## config.mk

```make
export PLATFORM = sky130hd
export DESIGN_NAME = sleep_deadline_wakeup_core
export DESIGN_NICKNAME = d
export VERILOG_FILES = /design/src/rtl/sdw_pkg.sv /design/src/rtl/sdw_cell.sv /design/src/rtl/sleep_deadline_wakeup_core.sv
export SDC_FILE = /design/constraint.sdc
export NUM_CORES = 2
export LEC_CHECK = 0
export BUFFER_PORTS_ARGS = -buffer_cell sky130_fd_sc_hd__buf_4
export CAP_MARGIN = 10
export CORE_MARGIN = 5
export CORE_UTILIZATION = 25
export DETAILED_ROUTE_END_ITERATION = 6
export SKIP_CTS_REPAIR_TIMING = 1
export SLEW_MARGIN = 15
export SYNTH_ARGS = -nofsm -noshare
export SYNTH_HDL_FRONTEND = slang
export SYNTH_SLANG_ARGS = --single-unit
```

## constraint.sdc

```tcl
create_clock -name i_clk -period 11.55 [get_ports i_clk]
set_input_delay 0 -clock i_clk [delete_from_list [all_inputs] [get_ports i_clk]]
set_output_delay 0 -clock i_clk [all_outputs]
set_load 0.01 [all_outputs]
```

## src/rtl/sdw_pkg.sv

```systemverilog
package sdw_pkg;

    localparam int CAPACITY_DEF = 16;

    typedef enum logic {
        MODE_SLEEP = 1'b0,
        MODE_TICK  = 1'b1
    } t_mode;

    typedef enum logic [1:0] {
        STAT_ACCEPT = 2'd0,
        STAT_WOKEN  = 2'd1,
        STAT_NONE   = 2'd2,
        STAT_FULL   = 2'd3
    } t_status;

    typedef enum logic [1:0] {
        S_IDLE = 2'd0,
        S_SCAN = 2'd1,
        S_FIN  = 2'd2
    } t_state;

    typedef struct packed {
        logic        mode;
        logic [7:0]  thread_id;
        logic [15:0] delay;
    } t_in_word;

    typedef struct packed {
        logic [1:0] status;
        logic [7:0] woken_id;
        logic       last;
    } t_out_word;

    typedef struct packed {
        logic [7:0]  id;
        logic [31:0] deadline;
    } t_entry;

    // per-cycle command broadcast to every cell
    typedef struct packed {
        logic load;   // write new entry at the fill position
        logic step;   // rotate the occupied part of the row by one
        logic keep;   // head entry survives the step and moves to the tail
    } t_cell_ctrl;

endpackage

```

## src/rtl/sdw_cell.sv

```systemverilog
module sdw_cell
    import sdw_pkg::*;
#(
    parameter int CAPACITY = CAPACITY_DEF,
    parameter int IDX      = 0
) (
    input  logic                               i_clk,
    input  t_cell_ctrl                         i_ctrl,
    input  logic [$clog2(CAPACITY + 1) - 1:0]  i_count,
    input  t_entry                             i_new,
    input  t_entry                             i_right,
    input  t_entry                             i_head,
    output t_entry                             o_entry
);

    localparam int CW = $clog2(CAPACITY + 1);
    localparam logic [CW-1:0] POS_HERE = CW'(IDX);
    localparam logic [CW-1:0] POS_NEXT = CW'(IDX + 1);

    t_entry r_entry;
    t_entry n_entry;

    always_comb begin
        n_entry = r_entry;
        if (i_ctrl.load && (i_count == POS_HERE)) begin
            n_entry = i_new;
        end else if (i_ctrl.step) begin
            if (POS_NEXT < i_count) begin
                n_entry = i_right;
            end else if ((POS_NEXT == i_count) && i_ctrl.keep) begin
                n_entry = i_head;
            end
        end
    end

    always_ff @(posedge i_clk) begin
        r_entry <= n_entry;
    end

    assign o_entry = r_entry;

endmodule

```

## src/rtl/sleep_deadline_wakeup_core.sv

```systemverilog
// Sleep table driven by timer ticks. A sleep word (mode 0) stores thread_id with
// deadline = tick count + delay (saturating at 2^32-1) and returns one result,
// status accept, or status full when CAPACITY entries are held; that result
// appears in the cycle after acceptance and busy stays low. A tick word (mode 1)
// advances the saturating tick count, then busy rises until the N entries held at
// the tick are swept and the last result is issued; they sit in a row of cells,
// oldest in cell 0, and the occupied part of the row rotates one place per cycle,
// so the head entry is compared with the tick count once per cycle. Expired
// entries drop out and come out as woken results in insertion order, the
// survivors return to the tail in their old order. A woken result is held back
// until its last flag is known; a tick that wakes nothing gives one none
// result. At most one result per cycle, marked by o_strobe for exactly one cycle;
// there is no backpressure, so the receiver must take every result as it comes.
module sleep_deadline_wakeup_core
    import sdw_pkg::*;
#(
    parameter int CAPACITY = CAPACITY_DEF
) (
    input  logic      i_clk,
    input  logic      i_rst_n,
    input  logic      start,
    output logic      busy,
    input  t_in_word  i_word,
    output logic      o_strobe,
    output t_out_word o_word
);

    localparam int CW = $clog2(CAPACITY + 1);
    localparam logic [CW-1:0] COUNT_FULL = CW'(CAPACITY);
    localparam logic [CW-1:0] COUNT_ONE  = CW'(1);

    // control state
    t_state        r_state, n_state;
    logic [31:0]   r_tick, n_tick;
    logic [CW-1:0] r_count, n_count;
    logic [CW-1:0] r_steps, n_steps;    // head checks left in this sweep
    logic          r_pend_vld, n_pend_vld;
    logic [7:0]    r_pend_id, n_pend_id; // woken id held back until last is known
    logic          r_strobe, n_strobe;
    t_out_word     r_res, n_res;

    t_cell_ctrl    w_ctrl;
    t_entry        w_new;
    t_entry        w_entry [CAPACITY];
    logic [32:0]   w_sum;
    logic          w_accept;
    logic          w_expired;

    assign w_accept  = start && (r_state == S_IDLE);
    assign w_sum     = {1'b0, r_tick} + 33'(i_word.delay);
    assign w_new.id       = i_word.thread_id;
    assign w_new.deadline = w_sum[32] ? 32'hFFFF_FFFF : w_sum[31:0];
    assign w_expired = (w_entry[0].deadline <= r_tick);

    // ---------------------------------------------------------------------
    // row of cells; cell 0 holds the oldest entry
    // ---------------------------------------------------------------------
    for (genvar g = 0; g < CAPACITY; g++) begin : g_cell
        t_entry w_right;
        if (g < CAPACITY - 1) begin : g_mid
            assign w_right = w_entry[g + 1];
        end else begin : g_end
            assign w_right = w_entry[0];   // never selected at the row end
        end
        sdw_cell #(
            .CAPACITY (CAPACITY),
            .IDX      (g)
        ) u_cell (
            .i_clk   (i_clk),
            .i_ctrl  (w_ctrl),
            .i_count (r_count),
            .i_new   (w_new),
            .i_right (w_right),
            .i_head  (w_entry[0]),
            .o_entry (w_entry[g])
        );
    end

    // ---------------------------------------------------------------------
    // sequencer
    // ---------------------------------------------------------------------
    always_comb begin
        n_state    = r_state;
        n_tick     = r_tick;
        n_count    = r_count;
        n_steps    = r_steps;
        n_pend_vld = r_pend_vld;
        n_pend_id  = r_pend_id;
        n_strobe   = 1'b0;
        n_res      = r_res;
        w_ctrl     = '0;

        unique case (r_state)
            S_IDLE: begin
                if (w_accept) begin
                    if (i_word.mode == MODE_SLEEP) begin
                        n_strobe       = 1'b1;
                        n_res.woken_id = '0;
                        n_res.last     = 1'b1;
                        if (r_count == COUNT_FULL) begin
                            n_res.status = STAT_FULL;
                        end else begin
                            n_res.status = STAT_ACCEPT;
                            w_ctrl.load  = 1'b1;
                            n_count      = r_count + COUNT_ONE;
                        end
                    end else begin
                        if (r_tick != 32'hFFFF_FFFF) begin
                            n_tick = r_tick + 32'd1;
                        end
                        n_steps    = r_count;
                        n_pend_vld = 1'b0;
                        n_state    = (r_count == '0) ? S_FIN : S_SCAN;
                    end
                end
            end
            S_SCAN: begin
                w_ctrl.step = 1'b1;
                w_ctrl.keep = !w_expired;
                if (w_expired) begin
                    n_count = r_count - COUNT_ONE;
                    if (r_pend_vld) begin
                        n_strobe       = 1'b1;
                        n_res.status   = STAT_WOKEN;
                        n_res.woken_id = r_pend_id;
                        n_res.last     = 1'b0;
                    end
                    n_pend_vld = 1'b1;
                    n_pend_id  = w_entry[0].id;
                end
                n_steps = r_steps - COUNT_ONE;
                if (r_steps == COUNT_ONE) begin
                    n_state = S_FIN;
                end
            end
            S_FIN: begin
                n_strobe   = 1'b1;
                n_res.last = 1'b1;
                if (r_pend_vld) begin
                    n_res.status   = STAT_WOKEN;
                    n_res.woken_id = r_pend_id;
                end else begin
                    n_res.status   = STAT_NONE;
                    n_res.woken_id = '0;
                end
                n_pend_vld = 1'b0;
                n_state    = S_IDLE;
            end
            default: begin
                n_state = S_IDLE;
            end
        endcase
    end

    always_ff @(posedge i_clk) begin
        if (!i_rst_n) begin
            r_state    <= S_IDLE;
            r_tick     <= '0;
            r_count    <= '0;
            r_steps    <= '0;
            r_pend_vld <= 1'b0;
            r_strobe   <= 1'b0;
        end else begin
            r_state    <= n_state;
            r_tick     <= n_tick;
            r_count    <= n_count;
            r_steps    <= n_steps;
            r_pend_vld <= n_pend_vld;
            r_strobe   <= n_strobe;
        end
    end

    // payload, no reset
    always_ff @(posedge i_clk) begin
        r_pend_id <= n_pend_id;
        r_res     <= n_res;
    end

    assign busy     = (r_state != S_IDLE);
    assign o_strobe = r_strobe;
    assign o_word   = r_res;

    // ---------------------------------------------------------------------
    // assertions
    // ---------------------------------------------------------------------
    a_count_range: assert property (@(posedge i_clk) disable iff (!i_rst_n)
        r_count <= COUNT_FULL)
        else $error("entry count above capacity");

    a_sleep_answer: assert property (@(posedge i_clk) disable iff (!i_rst_n)
        (w_accept && (i_word.mode == MODE_SLEEP)) |=> (o_strobe && o_word.last))
        else $error("sleep word not answered in the next cycle");

    a_empty_tick: assert property (@(posedge i_clk) disable iff (!i_rst_n)
        (w_accept && (i_word.mode == MODE_TICK) && (r_count == '0))
        |=> ##1 (o_strobe && (o_word.status == STAT_NONE) && o_word.last))
        else $error("tick on empty table gave no none result");

    a_scan_no_grow: assert property (@(posedge i_clk) disable iff (!i_rst_n)
        (r_state == S_SCAN) |=> (r_count <= $past(r_count)))
        else $error("table grew during a sweep");

    a_steps_bound: assert property (@(posedge i_clk) disable iff (!i_rst_n)
        (r_state == S_SCAN) |-> ((r_steps != '0) && (r_steps <= r_count)))
        else $error("sweep step count out of step with entry count");

endmodule
```

# Word-level counts from Yosys, hierarchy flattened
# Index checks and enable logic that the tools add are counted.
# totals
out_inout_bits	13
regBits	705
input_bits	28
# classes
eq_ne	42
order_cmp	17
n_reduce_logical	93
n_mux	98
add_sub_neg	5
# op_table
operator	count
40-bit two-way mux	63
3-bit nonzero test	16
11-bit two-way mux	4
4-bit by 5-bit equality test with 1-bit output (first input constant)	8
5-bit by 4-bit equality test with 1-bit output (second input constant)	8
4-bit by 5-bit less-than comparator with 1-bit output (first input constant)	8
2-bit nonzero test	19
2-bit AND reduction	17
32-bit by 16-bit adder with 33-bit output	1
11-bit one-hot mux with 3 select lines	1
32-bit by 1-bit adder with 32-bit output (second input constant)	1
32-bit <= comparator	1
1-bit logical AND	32
32-bit two-way mux	1
32-bit != test (second input constant)	1
5-bit two-way mux	6
3-bit by 5-bit equality test with 1-bit output (first input constant)	4
5-bit by 3-bit equality test with 1-bit output (second input constant)	4
3-bit by 5-bit less-than comparator with 1-bit output (first input constant)	4
5-bit one-hot mux with 2 select lines	2
2-bit != test (second input constant)	7
2-bit two-way mux	6
1-bit two-way mux	11
2-bit by 5-bit equality test with 1-bit output (first input constant)	2
20 further kinds	28

# Depth between registers and ports, before layout
# logic_depth
depth_word	8
ltp_mapped	14
mapped_depth_nobuf	11

# Modules after synthesis
# From an unflattened synthesis, not the netlist that was laid out.
# hier_totals
hier_cells	3426
hier_area_um2	43163.9
# by_module_without_submodules
module	instances	area_per_inst_um2	cells_per_inst
sleep_deadline_wakeup_core	1	5167.5	622
sdw_cell at g_cell[7].u_cell	1	2698.8	232
sdw_cell at g_cell[11].u_cell	1	2663.8	239
sdw_cell at g_cell[12].u_cell	1	2592.5	135
sdw_cell at g_cell[8].u_cell	1	2557.5	241
sdw_cell at g_cell[5].u_cell	1	2516.2	135
sdw_cell at g_cell[15].u_cell	1	2512.4	134
sdw_cell at g_cell[14].u_cell	1	2399.8	135
sdw_cell at g_cell[9].u_cell	1	2371.0	241
sdw_cell at g_cell[10].u_cell	1	2367.3	134
sdw_cell at g_cell[13].u_cell	1	2362.3	134
sdw_cell at g_cell[3].u_cell	1	2275.9	239
sdw_cell at g_cell[4].u_cell	1	2224.6	136
sdw_cell at g_cell[6].u_cell	1	2192.1	134
3 more rows	-	-	-

# Worst setup path before layout
# Ideal clock, no wire load.
# synth_timing
kind	reg2reg
startpoint	register g_cell[0].u_cell.r_entry, in the netlist g_cell[0].u_cell.o_entry[0]
endpoint	register g_cell[7].u_cell.r_entry, in the netlist g_cell[7].u_cell.o_entry[0], enable pin
arrival_time_ps	5260
path_slack_ps	5797
setup_ps	493
path_buffers	1
t_required_ps	11057
period_less_slack_ps	5753
path_stages_with_launch	12
path_cell_list	edfxtp_1 > clkbuf_1 > inv_1 > ha_1 > nor2b_1 > o211ai_1 > a2111o_1 > a31oi_1 > o22ai_1 > or3b_2 > o21a_1 > o21ai_0
# synth_between
elab_chain_cells	6
# synth_rtl
element	line_no	rtl
from (decl)	sdw_cell.sv:20	t_entry r_entry;
from (signal assigned)	sdw_cell.sv:37	r_entry <= n_entry;
32-bit <= comparator	sleep_deadline_wakeup_core.sv:53	assign w_expired = (w_entry[0].deadline <= r_tick);
1-bit zero test	sleep_deadline_wakeup_core.sv:119	w_ctrl.keep = !w_expired;
2-bit two-way mux	sleep_deadline_wakeup_core.sv:93	unique case (r_state)
1-bit logical AND	sdw_cell.sv:30	end else if ((POS_NEXT == i_count) && i_ctrl.keep) begin
3-bit nonzero test (no source line)	-	
2-bit AND reduction (no source line)	-	
to (signal assigned)	sdw_cell.sv:37	
to (decl)	sdw_cell.sv:20	
# Every way passes these cells.
# A chain may end at the register's enable or synchronous reset.

# Worst setup path in the final report
# layout_timing
startpoint	register g_cell[0].u_cell.r_entry, in the netlist g_cell[0].u_cell.o_entry[30]
endpoint	register g_cell[8].u_cell.r_entry, in the netlist g_cell[8].u_cell.o_entry[21], enable pin
# layout_between
elab_chain_cells	6
# layout_rtl
element	line_no
32-bit <= comparator	sleep_deadline_wakeup_core.sv:53
1-bit zero test	sleep_deadline_wakeup_core.sv:119
2-bit two-way mux	sleep_deadline_wakeup_core.sv:93
1-bit logical AND	sdw_cell.sv:30
3-bit nonzero test (no source line)	-
2-bit AND reduction (no source line)	-
to (signal assigned)	sdw_cell.sv:37
to (decl)	sdw_cell.sv:20
# Every way passes these cells.

==> flow_summary.rst <==
.. list-table::
   :header-rows: 1

   * - Metric
     - Value
   * - Routed length per placed instance
     - 21.4 um
   * - Worst-case hold path end point
     - r_tick[1]
   * - R2R cell count
     - 11
   * - Syn_nets
     - 3642
   * - Slack of the worst reg-to-reg path
     - between 6 and 7 ns
   * - Endpoint arrival time on the critical path
     - 5.15 ns
   * - Final net count
     - 3506
   * - GRT Max-Usage Layer
     - met2
   * - Max_slew headroom
     - between 10% and 20%
   * - Cells along the critical path
     - ha_1, nand4_1, nor4_1, a221oi_1, o21ai_0, o22ai_1, buf_4, or3b_2, o21ai_0, a21o_2, buf_4
   * - Worst Path Max Fanout
     - 21
   * - Switching part of the total
     - 29.1%
   * - Avg Vias per Cell
     - ~5.1
   * - First-pass GRT wire length
     - 172000 um
   * - Met2 Usage GRT
     - 21.3%
   * - Worst setup path category
     - register to register
   * - RSZ-0062 raised after global routing
     - no
   * - Vias in the first global route
     - between 20000 and 30000
   * - Net switching power of the design
     - 2100 uW
   * - Sequential standard cell area
     - between 20000 and 25000 um2
   * - Tmin final
     - 4.88 ns
   * - Clock tree from TritonCTS
     - yes
   * - Highest clock frequency the design can meet
     - 205 MHz
   * - Number of diodes added for antenna fixing
     - 0
   * - Launch point of the worst hold path
     - i_word[24]
   * - Top-level port count
     - 41
   * - Delay of the slowest cell on the worst path
     - 0.65 ns
   * - Filler cell count in the final layout
     - 15300
   * - Num CTS Buffers
     - ~80
   * - IO buf count
     - 40
   * - Layout-stage area growth over the synthesis result
     - 13.1%
   * - Worst Tran Pin Value
     - 1.28 ns
   * - Peak ir drop on the vdd network
     - 123 uV
   * - Met3 demand-to-capacity share in global routing
     - 2.60%
   * - # placed instances
     - 5264
   * - Fraction of final layout cells sized beyond drive strength 1
     - under 10%
   * - Area of the multi-input gates
     - 15500 um2
   * - MaxCap Viol Count
     - 0
   * - Num Clock Sinks
     - ~710
   * - DIE HEIGHT
     - 397 um
   * - Die outline area
     - 158000 um2
   * - Critical Path Start Type
     - register
   * - Number of antenna-violating nets in the routed design
     - 0
   * - Seq cells post-synth
     - 705
   * - Most frequently used flop master after synthesis
     - edfxtp_1
   * - Routed vias
     - about 28000
   * - Width of the chip
     - 397 um
   * - Synthesized cell area
     - 37400 um2
   * - HP Class
     - input port to register
   * - Cell type with the highest aggregate area in the netlist
     - edfxtp_1
   * - Detailed-router iteration count before antenna repair
     - 5
   * - Worst reg2reg startpoint
     - g_cell[0].u_cell.o_entry[30]
   * - DRC marker count from the first detailed-route iteration
     - approximately 2700
   * - Deepest level of the CTS H-tree
     - 3
   * - Routed Wire Length
     - 116000 um
   * - Largest net degree at the start of global routing
     - 84
   * - Root buf cell
     - clkbuf_16
   * - Period utilization
     - 42.3%
   * - Power density over the cells
     - 171 nW/um2
   * - Portion of total power attributed to combinational logic
     - 19.6%
   * - Initial core utilization
     - 25.1%
   * - Internal power
     - 5120 uW
   * - Global placer's final weighted congestion
     - 0.889
   * - Total congestion overflow after global routing
     - 0
   * - Cell types occupying the most area after synthesis
     - edfxtp_1 (53%), mux2i_1 (7.8%), nand2_1 (5.5%)
   * - Lkg Pwr
     - between 0.01 and 0.015 uW
   * - Category of the worst setup path capture point
     - register
   * - Run status
     - complete, no violations
   * - Unique cell type count in the Yosys netlist
     - 68
   * - Max-slew violations
     - 0
   * - Yosys synthesis warning count
     - 0
   * - Maximum clock insertion buffer count
     - 3
   * - Post-synthesis sequential area ratio
     - between 50% and 60%
   * - Total of endpoints with negative setup slack in the final report
     - 0
   * - Data required time at the worst endpoint
     - 11.81 ns
   * - Number of antenna violations at the first check in global routing
     - 0
   * - Endpoint of the most critical register-to-register path
     - g_cell[8].u_cell.o_entry[21]
   * - Core area
     - 149000 um2
   * - Fraction of synthesis flops using an asynchronous set or reset pin
     - 0%
   * - Clock skew after layout
     - 0.0292 ns
   * - Met1 usage
     - ~20%
   * - Sequential share of power
     - 45.8%
   * - Per-instance average area after synthesis
     - 10.5 um2
   * - Total global routing track utilization
     - 14.1%
   * - Clock network fraction of design power
     - roughly 35%
   * - Post-synthesis cell count
     - 3552
   * - Number of endpoints with negative hold slack in the final report
     - 0
   * - Post-route DRC
     - 0
   * - Slowest-stage cell, CP
     - edfxtp_1
   * - Proportion of netlist area held by the largest area contributor
     - a little over half
   * - Overall Power
     - 7220 uW
   * - Number of synthesized flops with an enable pin
     - 659
   * - Clock-pin slew of the registers on the worst-case setup and hold paths
     - 0.06 ns
   * - HPWL Detailed
     - roughly 66000 um
   * - Clock latency at the later pin of the worst-skew pair
     - between 0.6 and 0.7 ns
   * - Post-layout utilization of the core
     - 28.4%
   * - Count of non-filler cells in the finished layout
     - 5424
   * - Setup Total Neg Slack
     - 0 ns
   * - Cells on Worst Hold Path
     - 5
   * - Floorplan row count
     - 142
-- layout by cell type (no fill, tap or decap), drive strengths merged, types with 5 or more instances in the layout --
master         n
a22oi         31
a21oi        293
dfxtp         46
and3          27
buf          106
dlygate4sd3   12
o21a          15
mux2i        293
clkinv        30
bufinv         5
a21o          23
nor2b        182
nand4         17
nand2        544
inv           50
o211ai         7
or2           11
ha            61
mux2          38
a211oi       196
nor4          10
nor2          90
o31ai          8
nand3         21
edfxtp       659
or3           17
xor2           7
and4           5
xnor2         30
a31oi         34
and2          50
o21ai        374
nand2b        14
nor3          22
a21boi         9
clkbuf       109
-- critical path: cells and delay by family, from the launching register on --
| family | cells | cell delay, ns |
|---|---|---|
| AOI/OAI and AO/OA | 5 | 1.40 |
| and+or+nand+nor | 3 | 1.24 |
| buffers and inverters | 2 | 0.75 |
| DFF | 1 | 0.65 |
| adders and majority gates | 1 | 0.44 |
-- cell type report --
type / instances / area share (%)
Clock buffer: 109 / 5.26
Tap cell: 1944 / 5.75
Clock inverter: 38 / 0.721
Timing Repair Buffer: 118 / 2.19
Sequential cell: 705 / 48.9
Multi-Input combinational cell: 2462 / 36.7
Inverter: 48 / 0.426
-- power by group through the flow --
stage                     Sequential, uW  Clock, uW  Combinational [uW]
after floorplan                     3220          0                1060
after global placement              3360          0                1350
after detailed placement            3360          0                1390
after CTS                           3310       2540                1390
after global routing                3330       2650                1570
final                               3310       2500                1420
-- Yosys cell counts (all sizes together) (3+ instances only) --
cell    instances
xnor2          30
mux2i         293
dfxtp          46
nor3           22
buf            65
or2            11
ha             61
inv            47
nor4           10
clkbuf        272
xor2            7
and2           50
a21boi          9
or3            17
edfxtp        659
nand3          21
nand2         544
o21bai          3
o211ai          7
nand2b         14
o21a           15
nor2b         182
o31ai           8
a21o           23
o21ai         374
nor2           90
or4             3
nand4          17
a21oi         293
mux2           38
and3           27
and4            5
a211oi        196
a22oi          31
a221oi          3
a31oi          34
-- sequential cells by signal, summed over array words and instances, names as in the netlist --
name,count
g_cell.u_cell.o_entry,640
r_pend_vld,1
o_word,11
r_tick,32
r_steps,5
r_pend_id,8
o_strobe,1
r_count,5
r_state,2
-- stage by stage --
step	setup slack (ns)	hold WS, ns	area (um2)
final	6.67	0.0340	42300
after global routing	6.36	0.0715	42300
after CTS	6.69	-0.180	42200
after detailed placement	6.70	0.409	39600
after global placement	6.71	0.409	39600
after floorplan	5.80	0.187	37400
-- how the worst max path moves through the flow --
stage | start | to | slack, ns | cells after the start
2_1_floorplan | g_cell[0].u_cell.o_entry[0] | g_cell[7].u_cell.o_entry[0] | 5.80 | 11
3_3_place_gp | g_cell[0].u_cell.o_entry[30] | g_cell[8].u_cell.o_entry[15] | 6.71 | 11
3_5_place_dp | g_cell[0].u_cell.o_entry[26] | g_cell[8].u_cell.o_entry[28] | 6.70 | 11
4_1_cts | g_cell[0].u_cell.o_entry[30] | g_cell[8].u_cell.o_entry[14] | 6.69 | 11
5_1_grt | g_cell[0].u_cell.o_entry[30] | g_cell[8].u_cell.o_entry[21] | 6.36 | 11
6_report | g_cell[0].u_cell.o_entry[30] | g_cell[8].u_cell.o_entry[21] | 6.67 | 11
-- logic make-up (layout without fill, tap and decap cells) --
kind of cell	Yosys count	count (layout)	share of synthesized area (%)
buffers and inverters	385	313	4.01
multiplexers	331	331	8.98
adder cells (fa/ha/maj)	62	62	2.09
flip-flops	705	705	55.3
AND/OR/NAND/NOR	1019	1019	12.8
XOR/XNOR	37	37	0.866
AO/OA/AOI/OAI	1013	1013	15.9
-- routing by layer --
layer	routed length (um)	up-vias
met1	52900	13800
met3	10400	193
met4	3220	2
met5	61	-
met2	49700	1205
li1	-	12700
(Power assumes the default switching activity.)
